**src/sv/zcwd_pkg.sv**
```systemverilog
`timescale 1ns / 1ps
// Shared constants, register indexes and types of the zero-crossing window detector.
package zcwd_pkg;

    localparam int MAX_WIDTH     = 1024;
    localparam int COL_BITS      = $clog2(MAX_WIDTH);
    localparam int MAX_WINDOW    = 7;
    localparam int HIST_ROWS     = MAX_WINDOW - 1;
    localparam int HIST_BITS     = 2 * HIST_ROWS;
    localparam int SAMPLE_BITS   = 16;

    localparam int THR_BITS      = 15;
    localparam int WS_BITS       = 3;
    localparam int FW_BITS       = 11;
    localparam int FH_BITS       = 13;
    localparam int ROW_BITS      = 13;
    localparam int HALF_BITS     = 2;
    localparam int LAG_BITS      = 12;

    localparam int CFG_IDX_BITS  = 2;
    localparam int CFG_DATA_BITS = 15;

    localparam logic [FW_BITS-1:0] WIDTH_LIMIT  = FW_BITS'(MAX_WIDTH);
    localparam logic [FH_BITS-1:0] HEIGHT_LIMIT = FH_BITS'(4096);

    localparam logic [THR_BITS-1:0] THR_RESET = '0;
    localparam logic [WS_BITS-1:0]  WS_RESET  = WS_BITS'(3);
    localparam logic [FW_BITS-1:0]  FW_RESET  = FW_BITS'(1024);
    localparam logic [FH_BITS-1:0]  FH_RESET  = FH_BITS'(1024);

    localparam logic [CFG_IDX_BITS-1:0] REG_THRESHOLD    = 2'd0;
    localparam logic [CFG_IDX_BITS-1:0] REG_WINDOW_SIZE  = 2'd1;
    localparam logic [CFG_IDX_BITS-1:0] REG_FRAME_WIDTH  = 2'd2;
    localparam logic [CFG_IDX_BITS-1:0] REG_FRAME_HEIGHT = 2'd3;

    localparam logic CMD_PIXEL = 1'b0;
    localparam logic CMD_DRAIN = 1'b1;

    localparam logic [1:0] FLAG_NONE = 2'b00;
    localparam logic [1:0] FLAG_BOTH = 2'b11;

    typedef struct packed {
        logic [COL_BITS-1:0]   col;
        logic [1:0]            flag;
        logic [MAX_WINDOW-1:0] row_en;
        logic [MAX_WINDOW-1:0] col_en;
        logic                  emit;
        logic                  last;
    } t_item;

    typedef struct packed {
        logic busy;
        logic flush;
    } t_ctrl_stat;

endpackage

```
**src/sv/zcwd_ctrl.sv**
```systemverilog
`timescale 1ns / 1ps
// Configuration registers, frame counters and window masks of the detector front end.
module zcwd_ctrl import zcwd_pkg::*; (
    input  logic                          i_clk,
    input  logic                          i_rst_n,
    input  logic                          i_cfg_we,
    input  logic [CFG_IDX_BITS-1:0]       i_cfg_idx,
    input  logic [CFG_DATA_BITS-1:0]      i_cfg_data,
    input  logic                          i_in_valid,
    input  logic                          i_in_cmd,
    input  logic signed [SAMPLE_BITS-1:0] i_in_sample,
    output logic                          o_in_stall,
    input  logic                          i_s1_free,
    output logic                          o_step,
    output t_item                         o_item,
    output t_ctrl_stat                    o_stat
);

    logic [THR_BITS-1:0]  r_thr;
    logic [WS_BITS-1:0]   r_ws;
    logic [FW_BITS-1:0]   r_fw;
    logic [FH_BITS-1:0]   r_fh;

    logic                 r_busy;
    logic                 r_flush;
    logic [FW_BITS-1:0]   r_act_w;
    logic [FH_BITS-1:0]   r_act_h;
    logic [HALF_BITS-1:0] r_half;
    logic [COL_BITS-1:0]  r_col;
    logic [ROW_BITS-1:0]  r_row;
    logic [COL_BITS-1:0]  r_ox;
    logic [ROW_BITS-1:0]  r_oy;
    logic [LAG_BITS-1:0]  r_lag;

    logic                 go;
    logic                 drain;
    logic                 start;
    logic                 in_phase;
    logic                 act;
    logic                 emit;
    logic                 col_last;
    logic                 row_last;
    logic                 out_col_last;
    logic                 out_last;
    logic [FW_BITS-1:0]   w_new;
    logic [FH_BITS-1:0]   h_new;
    logic [HALF_BITS-1:0] half_new;
    logic [LAG_BITS-1:0]  lag_new;
    logic [FW_BITS-1:0]   eff_w;
    logic [FH_BITS-1:0]   eff_h;
    logic [HALF_BITS-1:0] eff_half;
    logic [LAG_BITS-1:0]  eff_lag;
    logic [WS_BITS-1:0]   span;
    logic [COL_BITS+1:0]  oxh;
    logic [COL_BITS+1:0]  col_bound;
    logic signed [SAMPLE_BITS:0] s_ext;
    logic signed [SAMPLE_BITS:0] t_ext;
    logic [1:0]           flag;
    logic [MAX_WINDOW-1:0] row_en;
    logic [MAX_WINDOW-1:0] col_en;

    always_ff @(posedge i_clk) begin
        if (!i_rst_n) begin
            r_thr <= THR_RESET;
            r_ws  <= WS_RESET;
            r_fw  <= FW_RESET;
            r_fh  <= FH_RESET;
        end else if (i_cfg_we) begin
            unique case (i_cfg_idx)
                REG_THRESHOLD:    r_thr <= i_cfg_data[THR_BITS-1:0];
                REG_WINDOW_SIZE:  r_ws  <= i_cfg_data[WS_BITS-1:0];
                REG_FRAME_WIDTH:  r_fw  <= i_cfg_data[FW_BITS-1:0];
                REG_FRAME_HEIGHT: r_fh  <= i_cfg_data[FH_BITS-1:0];
                default: ;
            endcase
        end
    end

    always_comb begin
        w_new = (r_fw == '0) ? FW_BITS'(1) : ((r_fw > WIDTH_LIMIT) ? WIDTH_LIMIT : r_fw);
        h_new = (r_fh == '0) ? FH_BITS'(1) : ((r_fh > HEIGHT_LIMIT) ? HEIGHT_LIMIT : r_fh);
        half_new = r_ws[WS_BITS-1:1];
        lag_new = LAG_BITS'(w_new) * LAG_BITS'(half_new) + LAG_BITS'(half_new);
    end

    assign go    = i_s1_free && (r_flush || i_in_valid);
    assign drain = r_flush || (i_in_cmd == CMD_DRAIN);
    assign start = !drain && !r_busy;

    assign eff_w    = start ? w_new    : r_act_w;
    assign eff_h    = start ? h_new    : r_act_h;
    assign eff_half = start ? half_new : r_half;
    assign eff_lag  = start ? lag_new  : r_lag;

    assign in_phase = r_row < ROW_BITS'(eff_h);
    assign act      = (r_busy || start) && !(in_phase && drain);
    assign emit     = act && (eff_lag == '0);

    assign col_last     = r_col == COL_BITS'(eff_w - FW_BITS'(1));
    assign row_last     = r_row == ROW_BITS'(eff_h - FH_BITS'(1));
    assign out_col_last = r_ox == COL_BITS'(eff_w - FW_BITS'(1));
    assign out_last     = out_col_last && (r_oy == ROW_BITS'(eff_h - FH_BITS'(1)));

    assign s_ext = (SAMPLE_BITS+1)'(i_in_sample);
    assign t_ext = $signed({{(SAMPLE_BITS+1-THR_BITS){1'b0}}, r_thr});

    always_comb begin
        flag = FLAG_NONE;
        if (in_phase && !drain) begin
            flag[0] = s_ext > t_ext;
            flag[1] = s_ext < -t_ext;
        end
    end

    assign span      = {eff_half, 1'b0};
    assign oxh       = (COL_BITS+2)'(r_ox) + (COL_BITS+2)'(eff_half);
    assign col_bound = (COL_BITS+2)'(eff_w) - (COL_BITS+2)'(1);

    always_comb begin
        for (int j = 0; j < MAX_WINDOW; j++) begin
            row_en[j] = (WS_BITS'(j) <= span) && (ROW_BITS'(j) <= r_row);
            col_en[j] = (WS_BITS'(j) <= span) && (oxh >= (COL_BITS+2)'(j))
                        && (oxh <= col_bound + (COL_BITS+2)'(j));
        end
    end

    always_ff @(posedge i_clk) begin
        if (!i_rst_n) begin
            r_busy  <= 1'b0;
            r_flush <= 1'b0;
            r_act_w <= FW_BITS'(1);
            r_act_h <= FH_BITS'(1);
            r_half  <= '0;
            r_col   <= '0;
            r_row   <= '0;
            r_ox    <= '0;
            r_oy    <= '0;
            r_lag   <= '0;
        end else if (go && act) begin
            if (start) begin
                r_act_w <= w_new;
                r_act_h <= h_new;
                r_half  <= half_new;
            end
            if (emit && out_last) begin
                r_busy  <= 1'b0;
                r_flush <= 1'b0;
                r_col   <= '0;
                r_row   <= '0;
                r_ox    <= '0;
                r_oy    <= '0;
                r_lag   <= '0;
            end else begin
                r_busy <= 1'b1;
                if (col_last) begin
                    r_col <= '0;
                    r_row <= r_row + ROW_BITS'(1);
                end else begin
                    r_col <= r_col + COL_BITS'(1);
                end
                r_lag <= (eff_lag == '0) ? '0 : eff_lag - LAG_BITS'(1);
                if (emit) begin
                    if (out_col_last) begin
                        r_ox <= '0;
                        r_oy <= r_oy + ROW_BITS'(1);
                    end else begin
                        r_ox <= r_ox + COL_BITS'(1);
                    end
                end
                if (r_flush) begin
                    r_flush <= eff_lag != LAG_BITS'(1);
                end else begin
                    r_flush <= in_phase && !drain && col_last && row_last
                               && (eff_lag >= LAG_BITS'(2));
                end
            end
        end
    end

    assign o_in_stall    = r_flush || !i_s1_free;
    assign o_step        = go && act;
    assign o_item.col    = r_col;
    assign o_item.flag   = flag;
    assign o_item.row_en = row_en;
    assign o_item.col_en = col_en;
    assign o_item.emit   = emit;
    assign o_item.last   = out_last;
    assign o_stat.busy   = r_busy;
    assign o_stat.flush  = r_flush;

endmodule

```
**config.mk**
```make
export PLATFORM = sky130hd
export DESIGN_NAME = zcwd_ctrl
export DESIGN_NICKNAME = d
export VERILOG_FILES = /design/src/sv/zcwd_pkg.sv /design/src/sv/zcwd_ctrl.sv
export SDC_FILE = /design/constraint.sdc
export NUM_CORES = 1
export LEC_CHECK = 0
export BUFFER_PORTS_ARGS = -buffer_cell sky130_fd_sc_hd__buf_2
export CORE_ASPECT_RATIO = 0.6
export CORE_MARGIN = 2
export CORE_UTILIZATION = 68
export DETAILED_ROUTE_END_ITERATION = 6
export PLACE_DENSITY = 0.87
export SYNTH_ARGS = -nofsm -noshare
export SYNTH_HDL_FRONTEND = slang
export SYNTH_SLANG_ARGS = --single-unit
```
**constraint.sdc**
```tcl
create_clock -name i_clk -period 10.49 [get_ports i_clk]
set_input_delay 1.049 -clock i_clk [delete_from_list [all_inputs] [get_ports i_clk]]
set_output_delay 1.049 -clock i_clk [all_outputs]
set_load 0.05 [all_outputs]
```
==> metrics.yaml, run 1 <==
clock_network:
  h-tree-depth: 4
  clk_latency_ps: 430
  cts_buffers: 17
  cts_tree: "built"
  postCtsSetupRepairBufs: 0
  root_buffer: "clkbuf_16"
  ctsResizeCount: 0
  cts_hold_buffers: 0
  clock-sinks: 127
  clkTransAtPathRegs_ps: 60
  cts_buffer_depth: 2
pwr:
  seqPwrFrac_pct: 30.5
  total_power_uw: 1676
  cellPowerDensity_nw_per_um2: 122.4
  ir_drop_v: 0.0001370
  intPower_uw: 1078
  sw_frac_of_total_pct: 35.70
  comb_power_share_pct: 33.2
  p_switching_uw: 598.2
  p_leak_uw: 0.006137
  pwr-share-clk_pct: 36.3
synthesis:
  synth-simple-area-share_pct: 24.82
  synth_compound_area_share_pct: 19.12
  ys_seq_elements: 127
  yosysUniqueCellTypes: 82
  synth_area_um2: 12580
  synth_top_family_by_area: "simple AND/OR/NAND/NOR gates"
  synth-edff-count: 0
  muxShareOfSynthArea_pct: 1.532
  synth_cells: 1574
  ys_warn_count: 0
  synth-async-reset-ratio_pct: 0
  synth_adder_area_share_pct: 15.99
  syn_avg_cell_area_um2: 7.992
  synth_flop_cell: "dfxtp_1"
  syn_nets: 1772
  synth_xor_xnor_area_share_pct: 14.02
  synth-seq-area-share_pct: 20.21
drt:
  vias: 12320
  first_iter_violations: 1721
  ant_nets: 0
  firstDrtPassIters: 6
  drc: 0
  wirelength_mm: 39.96
  detail_route.wl_per_cell_um: 21.35
  viasPerCell: 6.581
final_layout:
  antenna_cells: 0
  multi_input_area_um2: 9495
  area_growth_syn_to_layout_pct: 8.862
  seqCellArea_um2: 2542
  n_fill_cell: 1359
  nNetsFinal: 1817
  drive_above_1_share_pct: 9.926
worst_setup_path:
  path_class: "in2out"
  cp_max_fo: 18
  crit_chain: "buf_2 > nor3_4 > mux2i_1 > ha_1 > nand4b_1 > a21oi_1 > xnor2_2 > inv_1 > nor4_1 > nand2_1 > nor2_1 > xnor2_1 > ha_1 > nand4_1 > nor2_1 > a221oi_1 > a41oi_1 > o211a_1 > a21oi_1 > buf_2"
  critPathMaxStageDelay_ps: 610
  cp.arrival_ps: 6710
  crit_buf_inv: 3
  crit_path_end_kind: "primary output"
  required_ps: 9440
  crit_family: "simple AND/OR/NAND/NOR gates"
  slowest_stage: "mux2i_1"
  start_kind: "input pin"
floorplan:
  rows: 38
  dieArea_um2: 19640
  core_um2: 18110
  start_util_pct: 69.44
  io_pins: 71
  die_h_um: 109.4
  dieWidth_um: 179.6
sta:
  setup_tns_ps: 0
  finalMaxSlewViolations: 0
  worst_slew_pin_slew_ps: 1153
  layout_min_cycle_time_ps: 7763
  fin_skew_ps: 14.05
  finalHoldViolations: 0
  relSlewSlack_pct: 22.84
  setup_viol: 0
  rsz0062_at_grt: "no"
  min_period_over_period_pct: 74.00
  fmax_ghz: 0.1288
place:
  portBuffers: 70
  place.gp.congestion: 1.052
  hpwlAfterDp_mm: 30.26
grt:
  grt-ovfl-total: 0
  antenna_found_initial: 1
  grt_max_degree: 88
  first_global_vias: 11170
  grt_pass1_wl_mm: 62.62
  grt_usage_pct: 40.78
min_path:
  min_path_type: "reg2reg"
run:
  maxCapViolations: 0
outcome:
  outcome: "finished clean"
[placed cells by master (no fill, tap or decap), types with 31 or more instances in the layout]
| cell type | synthesis | final |
|---|---|---|
| nor2_1 | 124 | 124 |
| inv_1 | 64 | 63 |
| nand3_1 | 49 | 49 |
| nor2b_1 | 32 | 32 |
| xnor2_1 | 111 | 111 |
| nor3_1 | 32 | 32 |
| ha_1 | 156 | 156 |
| a21oi_1 | 68 | 68 |
| xor2_1 | 56 | 56 |
| dfxtp_1 | 127 | 127 |
| a21o_1 | 31 | 31 |
| nand4_1 | 39 | 39 |
| a21boi_0 | 54 | 54 |
| o21ai_0 | 52 | 52 |
| buf_2 | 10 | 70 |
| nand2_1 | 186 | 186 |
[routing by layer]
| metal | vias to the layer above | global-route usage (%) | wire, µm |
|---|---|---|---|
| met5 | - | 3.750 | 114 |
| met4 | 4 | 7.724 | 462 |
| met3 | 60 | 17.19 | 6204 |
| met2 | 762 | 52.76 | 14650 |
| met1 | 5784 | 61.21 | 18530 |
| li1 | 5709 | - | - |
[Yosys cell counts, types with 12 or more instances]
cell,count,area (µm²)
inv_1,64,240.2
and3_1,12,75.07
nor4_1,26,162.7
o21a_1,18,135.1
o21ai_0,52,260.3
nand3_1,49,245.2
dfxtp_1,127,2542
ha_1,156,1952
a21o_1,31,232.7
nand2_1,186,698.2
nor2_1,124,465.5
clkbuf_1,44,165.2
or3_1,20,125.1
a21boi_0,54,405.4
o211a_1,19,190.2
mux2i_1,17,170.2
a21oi_1,68,340.3
nand4_1,39,244.0
nand2b_1,16,100.1
and2_1,26,162.7
xnor2_1,111,972.2
nor2b_1,32,200.2
xor2_1,56,490.5
nor3_1,32,160.2
[metrics by stage]
step	std cells	hold WS [ps]	utilization, %	setup slack, ps	cell area [µm²]
finish	1872	468.7	75.60	2727	13690
global route	1872	481.6	75.60	2289	13690
CTS	1872	466.5	75.60	3033	13690
detailed placement	1840	458.2	72.30	3045	13100
global placement	1840	450.4	72.30	3162	13100
floorplan	1574	441.2	-	2901	12580
[flip-flops by register name, indices dropped and copies added (netlist names)]
register,cells
r_thr,15
r_act_h,13
r_fh,13
r_oy,13
r_row,13
r_lag,12
r_act_w,11
r_fw,11
r_col,10
r_ox,10
r_half,2
r_ws,2
r_busy,1
r_flush,1
[cells by family after synthesis]
kind of cell | count (synthesis)
XOR/XNOR | 181
buffers and inverters | 131
multiplexers | 19
AO/OA/AOI/OAI | 341
flip-flops | 127
AND/OR/NAND/NOR | 616
adder cells (fa/ha/maj) | 159
[layout make-up]
type	count	area share [%]
inverters	65	1.782
clock inverters	14	1.224
flip-flops and latches	127	18.57
multi-input cells	1316	69.34
repair buffers	92	3.764
clock buffers	18	3.134
well taps	240	2.193
[path summary, 6_finish.rpt]
check / start / to / slack (ps) / cells past startpoint
min reg2reg: r_lag[1] / r_lag[1] / 470 / 2
max: i_in_cmd / o_item[7] / 2730 / 20
min: r_lag[1] / r_lag[1] / 470 / 2
max reg2reg: r_fw[5] / r_row[1] / 3790 / 18
[worst register-to-register path: cells and delay by family, from the launching register on]
| family | cells | cell delay (ps) |
|---|---|---|
| flip-flops | 1 | 420 |
| XOR/XNOR | 1 | 160 |
| AO/OA/AOI/OAI | 7 | 2980 |
| adder cells (fa/ha/maj) | 3 | 800 |
| buffers and inverters | 1 | 70 |
| AND/OR/NAND/NOR | 6 | 2170 |
[power by group through the flow]
| stage | registers [µW] | clock network, µW | logic (µW) |
|---|---|---|---|
| global placement | 520 | 0 | 517 |
| detailed placement | 521 | 0 | 523 |
| floorplan | 515 | 0 | 383 |
| CTS | 511 | 607 | 529 |
| finish | 511 | 609 | 556 |
| global route | 513 | 630 | 597 |
Note: power is estimated with default switching activity, not from simulation.
==> run 2, diff against run 1 <==
--- a/config.mk
+++ b/config.mk
@@ -8,9 +8,9 @@
 export BUFFER_PORTS_ARGS = -buffer_cell sky130_fd_sc_hd__buf_2
 export CORE_ASPECT_RATIO = 0.6
 export CORE_MARGIN = 2
-export CORE_UTILIZATION = 68
+export CORE_UTILIZATION = 63
 export DETAILED_ROUTE_END_ITERATION = 6
-export PLACE_DENSITY = 0.87
+export PLACE_DENSITY = 0.81
 export SYNTH_ARGS = -nofsm -noshare
 export SYNTH_HDL_FRONTEND = slang
 export SYNTH_SLANG_ARGS = --single-unit
==> constraint.sdc (replaced) <==
create_clock -name i_clk -period 7.3 [get_ports i_clk]
set_input_delay 0.73 -clock i_clk [delete_from_list [all_inputs] [get_ports i_clk]]
set_output_delay 0.73 -clock i_clk [all_outputs]
set_load 0.05 [all_outputs]
==> run 2 against run 1 <==
The run now ends with DRC left. Via count is 1.5% lower. Global-route usage is 4.6 points lower. Non-clock buffer count is 9 higher. Clock power is 42% higher. Critical endpoint is now o_item[4]. Largest power group unchanged. Highest routed layer unchanged.
==> metrics.yaml, run 2 (same netlist as run 1, synthesis figures left out) <==
outcome:
  outcome: "finished with violations"  # was finished clean
  violations: "DRC"
place:
  portBuffers: 70  # unchanged
  hpwlAfterDp_mm: 29.34  # was 30.26 mm
  dpl_cell_area_um2: 13200  # was 13100 µm²
  place.gp.congestion: 1.034  # was 1.052
drt:
  vias: 12140  # was 12.32k
  wirelength_mm: 38.35  # was 39.96 mm
  first_iter_violations: 1499  # was 1721
  detail_route.wl_per_cell_um: 20.11  # was 21.35 µm
  drc: 6  # was 0
  viasPerCell: 6.364  # was 6.581
  firstDrtPassIters: 7  # was 6
  ant_nets: 0  # unchanged
final_layout:
  antenna_cells: 0  # unchanged
  largest_reg_flops: 15  # unchanged
  final_cell_mix: "nand2_1, ha_1, dfxtp_1"  # unchanged
  mostFrequentLayoutCell: "nand2_1"  # unchanged
  fin_area_um2: 13780  # was 13690 µm²
  regMostFlops: "r_thr"  # unchanged
  area_growth_syn_to_layout_pct: 9.559  # was 8.862%
  drive_above_1_share_pct: 10.48  # was 9.926%
  nNetsFinal: 1826  # was 1817
  n_fill_cell: 1551  # was 1359
  utilization_pct: 71.50  # was 75.60%
worst_setup_path:
  critPathMaxStageDelay_ps: 930  # was 610 ps
  worst-r2r-setup-slack_ps: 1000  # was 3790 ps
  crit_buf_inv: 3  # unchanged
  worst-path-stages: 18  # was 20
  required_ps: 6570  # was 9440 ps
  slowest_stage: "dfxtp_1"  # was mux2i_1
  path_class: "reg2out"  # was in2out
  crit_path_end_kind: "primary output"  # unchanged
  crit_chain: "or3_1 > buf_4 > mux2i_1 > nor2b_1 > xnor2_2 > inv_1 > nor3_1 > nand2_1 > nor2_1 > xnor2_1 > ha_1 > nor2b_1 > o21ai_0 > nand2b_1 > a221oi_1 > a41oi_1 > a221oi_1 > buf_2"  # was buf_2 > nor3_4 > mux2i_1 > ha_1 > nand4b_1 > a21oi_1 > xnor2_2 > inv_1 > nor4_1 > nand2_1 > nor2_1 > xnor2_1 > ha_1 > nand4_1 > nor2_1 > a221oi_1 > a41oi_1 > o211a_1 > a21oi_1 > buf_2
  r2r-start: "r_fw[3]"  # was r_fw[5]
  ff2ff_path_depth: 18  # unchanged
  cp.arrival_ps: 6190  # was 6710 ps
  r2r_end: "r_row[1]"  # unchanged
  start_kind: "register"  # was input pin
  cp_max_fo: 25  # was 18
  crit_family: "simple AND/OR/NAND/NOR gates"  # unchanged
clock_network:
  cts_tree: "built"  # unchanged
  cts_buffers: 17  # unchanged
  cts_hold_buffers: 0  # unchanged
  clkTransAtPathRegs_ps: 70  # was 60 ps
  h-tree-depth: 4  # unchanged
  postCtsSetupRepairBufs: 0  # unchanged
  clock-sinks: 127  # unchanged
  clk_latency_ps: 430  # about the same
  root_buffer: "clkbuf_16"  # unchanged
  cts_buffer_depth: 2  # unchanged
  ctsResizeCount: 0  # unchanged
sta:
  worst_slew_pin_slew_ps: 1170  # was 1153 ps
  layout_min_cycle_time_ps: 6922
  setup_tns_ps: 0  # unchanged
  rsz0062_at_grt: "no"  # unchanged
  setup_viol: 0  # unchanged
  fin_hold_ws_ps: 484.4  # was 468.7 ps
  finalMaxSlewViolations: 0  # unchanged
  min_period_over_period_pct: 94.82
  fmax_ghz: 0.1445
  relSlewSlack_pct: 21.72  # was 22.84%
  fin_skew_ps: 10.14  # was 14.05 ps
  finalHoldViolations: 0  # unchanged
grt:
  grt_usage_pct: 36.13  # was 40.78%
  grt_pass1_wl_mm: 61.07  # was 62.62 mm
  grt_max_degree: 88  # unchanged
  first_global_vias: 11090  # was 11.17k
  grt-ovfl-total: 0  # unchanged
  antenna_found_initial: 0  # was 1
floorplan:
  core_um2: 19270  # was 18110 µm²
  die_h_um: 113.5  # was 109.4 µm
  dieWidth_um: 186.4  # was 179.6 µm
  io_pins: 71  # unchanged
  dieArea_um2: 21150  # was 19640 µm²
  rows: 39  # was 38
  start_util_pct: 65.26  # was 69.44%
pwr:
  p_leak_uw: 0.006163  # was 0.006137 µW
  cellPowerDensity_nw_per_um2: 172.9  # was 122.4 nW/µm²
  ir_drop_v: 0.0001664  # was 0.0001370 V
min_path:
  hold_depth: 2  # unchanged
  hold_path.startpoint: "r_lag[8]"  # was r_lag[1]
  min_to: "r_lag[8]"  # was r_lag[1]
  min_path_type: "reg2reg"  # unchanged
run:
  maxCapViolations: 0  # unchanged
[run 2: cell count changes in the layout (fill, tap and decap cells not counted), sizes merged]
cell / delta
bufinv: -2
clkinvlp: +3
clkinv: -8
inv: +7
buf: +9
[run 2: tightest hold or removal path: cells and delay by family (launching register included)]
kind             cells  cell delay, ps
AND/OR/NAND/NOR      1              50
AO/OA/AOI/OAI        1              60
flip-flops           1             320
[run 2: final cells by class]
class	instances	area, µm²	share of cell area [%]
clock inverters	14	145.1	1.053
clock buffers	18	439.2	3.187
repair buffers	101	583.1	4.231
multi-input cells	1316	9495	68.90
inverters	65	244.0	1.770
flip-flops and latches	127	2542	18.45
well taps	266	332.8	2.415
[run 2: worst max path at each step]
stage | end | slack, ps | startpoint
floorplan | o_item[4] | 350 | i_in_cmd
global route | o_item[4] | 9 | r_flush
global placement | o_item[4] | 1030 | i_in_cmd
detailed placement | o_item[4] | 900 | i_in_cmd
CTS | o_item[4] | 560 | r_flush
finish | o_item[4] | 380 | r_flush
[run 2: power breakdown]
| group | total (µW) | switching (µW) | internal (µW) |
|---|---|---|---|
| Combinational | 786 | 482 | 304 |
| Clock | 863 | 374 | 490 |
| Sequential | 734 | 23.3 | 711 |
[run 2: through the flow]
stage,power [µW],setup WS (ps),instances
after floorplan,1291,349.4,1574
after global routing,2474,8.800,1907
after CTS,2354,556.7,1907
after global placement,1484,1032,1875
final,2383,378.0,1907
after detailed placement,1495,904.9,1875
[run 2: layer usage]
| layer | wire length (µm) | vias to the layer above | track usage, % |
|---|---|---|---|
| met1 | 18460 | 5713 | 54.59 |
| met4 | 296 | 2 | 5.707 |
| met5 | 85 | - | 2.941 |
| met3 | 4691 | 43 | 11.02 |
| li1 | - | 5724 | - |
| met2 | 14810 | 654 | 50.35 |
==> run 3, diff against run 2 <==
--- a/config.mk
+++ b/config.mk
@@ -8,9 +8,10 @@
 export BUFFER_PORTS_ARGS = -buffer_cell sky130_fd_sc_hd__buf_2
 export CORE_ASPECT_RATIO = 0.6
 export CORE_MARGIN = 2
-export CORE_UTILIZATION = 63
+export CORE_UTILIZATION = 57
 export DETAILED_ROUTE_END_ITERATION = 6
-export PLACE_DENSITY = 0.81
+export MAX_ROUTING_LAYER = met4
+export PLACE_DENSITY = 0.77
 export SYNTH_ARGS = -nofsm -noshare
 export SYNTH_HDL_FRONTEND = slang
 export SYNTH_SLANG_ARGS = --single-unit
==> constraint.sdc (replaced) <==
create_clock -name i_clk -period 6.2 [get_ports i_clk]
set_input_delay 0.62 -clock i_clk [delete_from_list [all_inputs] [get_ports i_clk]]
set_output_delay 0.62 -clock i_clk [all_outputs]
set_load 0.05 [all_outputs]
==> run 3 against run 2 <==
The run now ends clean. Utilization shrank 7.0 points. Critical path type unchanged. Cell count grew 2.1%. Flip-flop and latch count is the same. Total power grew 23%. Largest power group unchanged. Critical endpoint unchanged. Clock power grew 27%. Worst hold slack lost 21 ps.
==> metrics.yaml, run 3 (same netlist as run 1, synthesis figures left out) <==
floorplan:
  core_um2: 21860  # was 19270 µm²
  rows: 42  # was 39
  start_util_pct: 57.54  # was 65.26%
  die_h_um: 119.1  # was 113.5 µm
  io_pins: 71  # unchanged
  dieWidth_um: 195.8  # was 186.4 µm
  dieArea_um2: 23310  # was 21150 µm²
grt:
  grt_usage_pct: 35.02  # was 36.13%
  grt-ovfl-total: 0  # unchanged
  first_global_vias: 11000  # was 11.09k
  grt_max_degree: 88  # unchanged
  grt_busiest_layer: "met1"  # unchanged
  grt_use_met3_pct: 8.836  # was 11.02%
  antenna_found_initial: 0  # unchanged
  grtUsageMet2_pct: 43.97  # was 50.35%
  met1_usage_pct: 55.45  # was 54.59%
  grt_pass1_wl_mm: 61.96  # was 61.07 mm
final_layout:
  fin_area_um2: 14090  # was 13780 µm²
  drive_above_1_share_pct: 12.58  # was 10.48%
  antenna_cells: 0  # unchanged
  largest_reg_flops: 15  # unchanged
  regMostFlops: "r_thr"  # unchanged
  n_fill_cell: 1923  # was 1551
  mostFrequentLayoutCell: "nand2_1"  # unchanged
  final_cell_mix: "nand2_1, ha_1, dfxtp_1"  # unchanged
  area_growth_syn_to_layout_pct: 12.05  # was 9.559%
  utilization_pct: 64.47  # was 71.50%
  nNetsFinal: 1847  # was 1826
sta:
  finalMaxSlewViolations: 0  # unchanged
  rsz0062_at_grt: "yes"  # was no
  layout_min_cycle_time_ps: 6008
  relSlewSlack_pct: 35.12  # was 21.72%
  finalHoldViolations: 0  # unchanged
  fin_skew_ps: 9.787  # was 10.14 ps
  min_period_over_period_pct: 96.91
  setup_viol: 0  # unchanged
  worst_slew_pin_slew_ps: 971.2  # was 1170 ps
  postLayoutSetupSlackWorst_ps: 191.9  # was 378.0 ps
  setup_tns_ps: 0  # unchanged
  fmax_ghz: 0.1664
drt:
  viasPerCell: 6.199  # was 6.364
  first_iter_violations: 1210  # was 1499
  vias: 12080  # was 12.14k
  ant_nets: 0  # unchanged
  detail_route.wl_per_cell_um: 20.27  # was 20.11 µm
  drc: 0  # was 6
  firstDrtPassIters: 6  # was 7
  wirelength_mm: 39.49  # was 38.35 mm
clock_network:
  cts_hold_buffers: 0  # unchanged
  cts_buffer_depth: 2  # unchanged
  clk_latency_ps: 420  # was 430 ps
  clkTransAtPathRegs_ps: 60  # was 70 ps
  clock-sinks: 127  # unchanged
  root_buffer: "clkbuf_16"  # unchanged
  cts_buffers: 17  # unchanged
  cts_tree: "built"  # unchanged
  h-tree-depth: 4  # unchanged
min_path:
  min_path_type: "reg2reg"  # unchanged
  hold_path.startpoint: "r_thr[13]"  # was r_lag[8]
  hold_depth: 2  # unchanged
  min_to: "r_thr[13]"  # was r_lag[8]
pwr:
  ir_drop_v: 0.0002071  # was 0.0001664 V
  p_leak_uw: 0.006301  # was 0.006163 µW
  cellPowerDensity_nw_per_um2: 207.2  # was 172.9 nW/µm²
  total_power_uw: 2920  # was 2383 µW
place:
  dpl_cell_area_um2: 13370  # was 13200 µm²
  place.gp.congestion: 1.013  # was 1.034
  hpwlAfterDp_mm: 31.09  # was 29.34 mm
  portBuffers: 70  # unchanged
  post-place-ws_ps: 408.0  # was 904.9 ps
worst_setup_path:
  start_kind: "register"  # unchanged
  r2r_end: "r_row[1]"  # unchanged
  required_ps: 5580  # was 6570 ps
  r2r-start: "r_fw[1]"  # was r_fw[3]
  cp_max_fo: 13  # was 25
  worst-r2r-setup-slack_ps: 580  # was 1000 ps
  crit_path_end_kind: "primary output"  # unchanged
  path_class: "reg2out"  # unchanged
  cp.arrival_ps: 5390  # was 6190 ps
  ff2ff_path_depth: 16  # was 18
run:
  maxCapViolations: 0  # unchanged
outcome:
  outcome: "finished clean"  # was finished with violations
run 3: cell count changes in the layout (fill, tap and decap cells not counted), sizes merged:
| cell | change |
|---|---|
| clkinv | +4 |
| buf | +20 |
| inv | -4 |
| bufinv | +3 |
| clkinvlp | -2 |
run 3: how the worst max path moves through the flow:
| stage | startpoint | end | slack (ps) | cells past startpoint |
|---|---|---|---|---|
| after floorplan | i_in_cmd | o_item[6] | -260 | 22 |
| after global placement | i_in_cmd | o_item[5] | 330 | 23 |
| after detailed placement | i_in_cmd | o_item[5] | 410 | 23 |
| after CTS | r_fw[6] | o_item[5] | 210 | 23 |
| after global routing | r_fw[5] | o_item[5] | -50 | 23 |
| final | r_busy | o_item[4] | 190 | 21 |
run 3: cell type report:
| class | count | area [µm²] | area share [%] |
|---|---|---|---|
| Multi-Input combinational cell | 1316 | 9565 | 67.86 |
| Sequential cell | 127 | 2545 | 18.06 |
| Timing Repair Buffer | 122 | 747.0 | 5.300 |
| Clock buffer | 17 | 425.4 | 3.018 |
| Tap cell | 286 | 357.8 | 2.539 |
| Inverter | 65 | 244.0 | 1.731 |
| Clock inverter | 15 | 210.2 | 1.491 |
run 3: metrics by stage:
| stage | instances | hold slack, ps |
|---|---|---|
| 2_1_floorplan | 1574 | 441.2 |
| 5_1_grt | 1948 | 469.2 |
| 4_1_cts | 1944 | 463.4 |
| 3_5_place_dp | 1912 | 461.4 |
| 6_report | 1948 | 463.8 |
| 3_3_place_gp | 1912 | 457.1 |
run 3: routing by layer:
metal	wire [µm]	vias up	share of wire, %
li1	-	5762	-
met1	20410	5763	52
met2	14570	515	37
met3	4126	35	10
met4	384	0	0.97
met5	0	-	0
run 3: critical path, stage by stage (launching register included):
cell and delay [ps]:
dfxtp_1 450, or4_4 590, o21a_1 220, buf_4 200, inv_1 230, ha_1 310, buf_4 210, ha_1 250
inv_1 200, nor2_1 90, xor2_1 150, ha_1 300, a21o_1 160, a21o_1 160, a21oi_1 150, nor2b_1 60
o21ai_0 150, nand2b_1 100, a221oi_1 290, a41oi_1 130, a221oi_2 260, buf_2 300
run 3: report_power, final:
part | switching, µW | total, µW | internal (µW)
Clock | 417 | 1100 | 680
Combinational | 581 | 962 | 381
Sequential | 24.9 | 862 | 838
Total | 1020 | 2920 | 1900
run 3: repair_timing:
item                                    4_1_cts  5_1_grt
gates resized for setup                       0       14
buffers inserted                              0        4
endpoints found under the setup margin        0       13
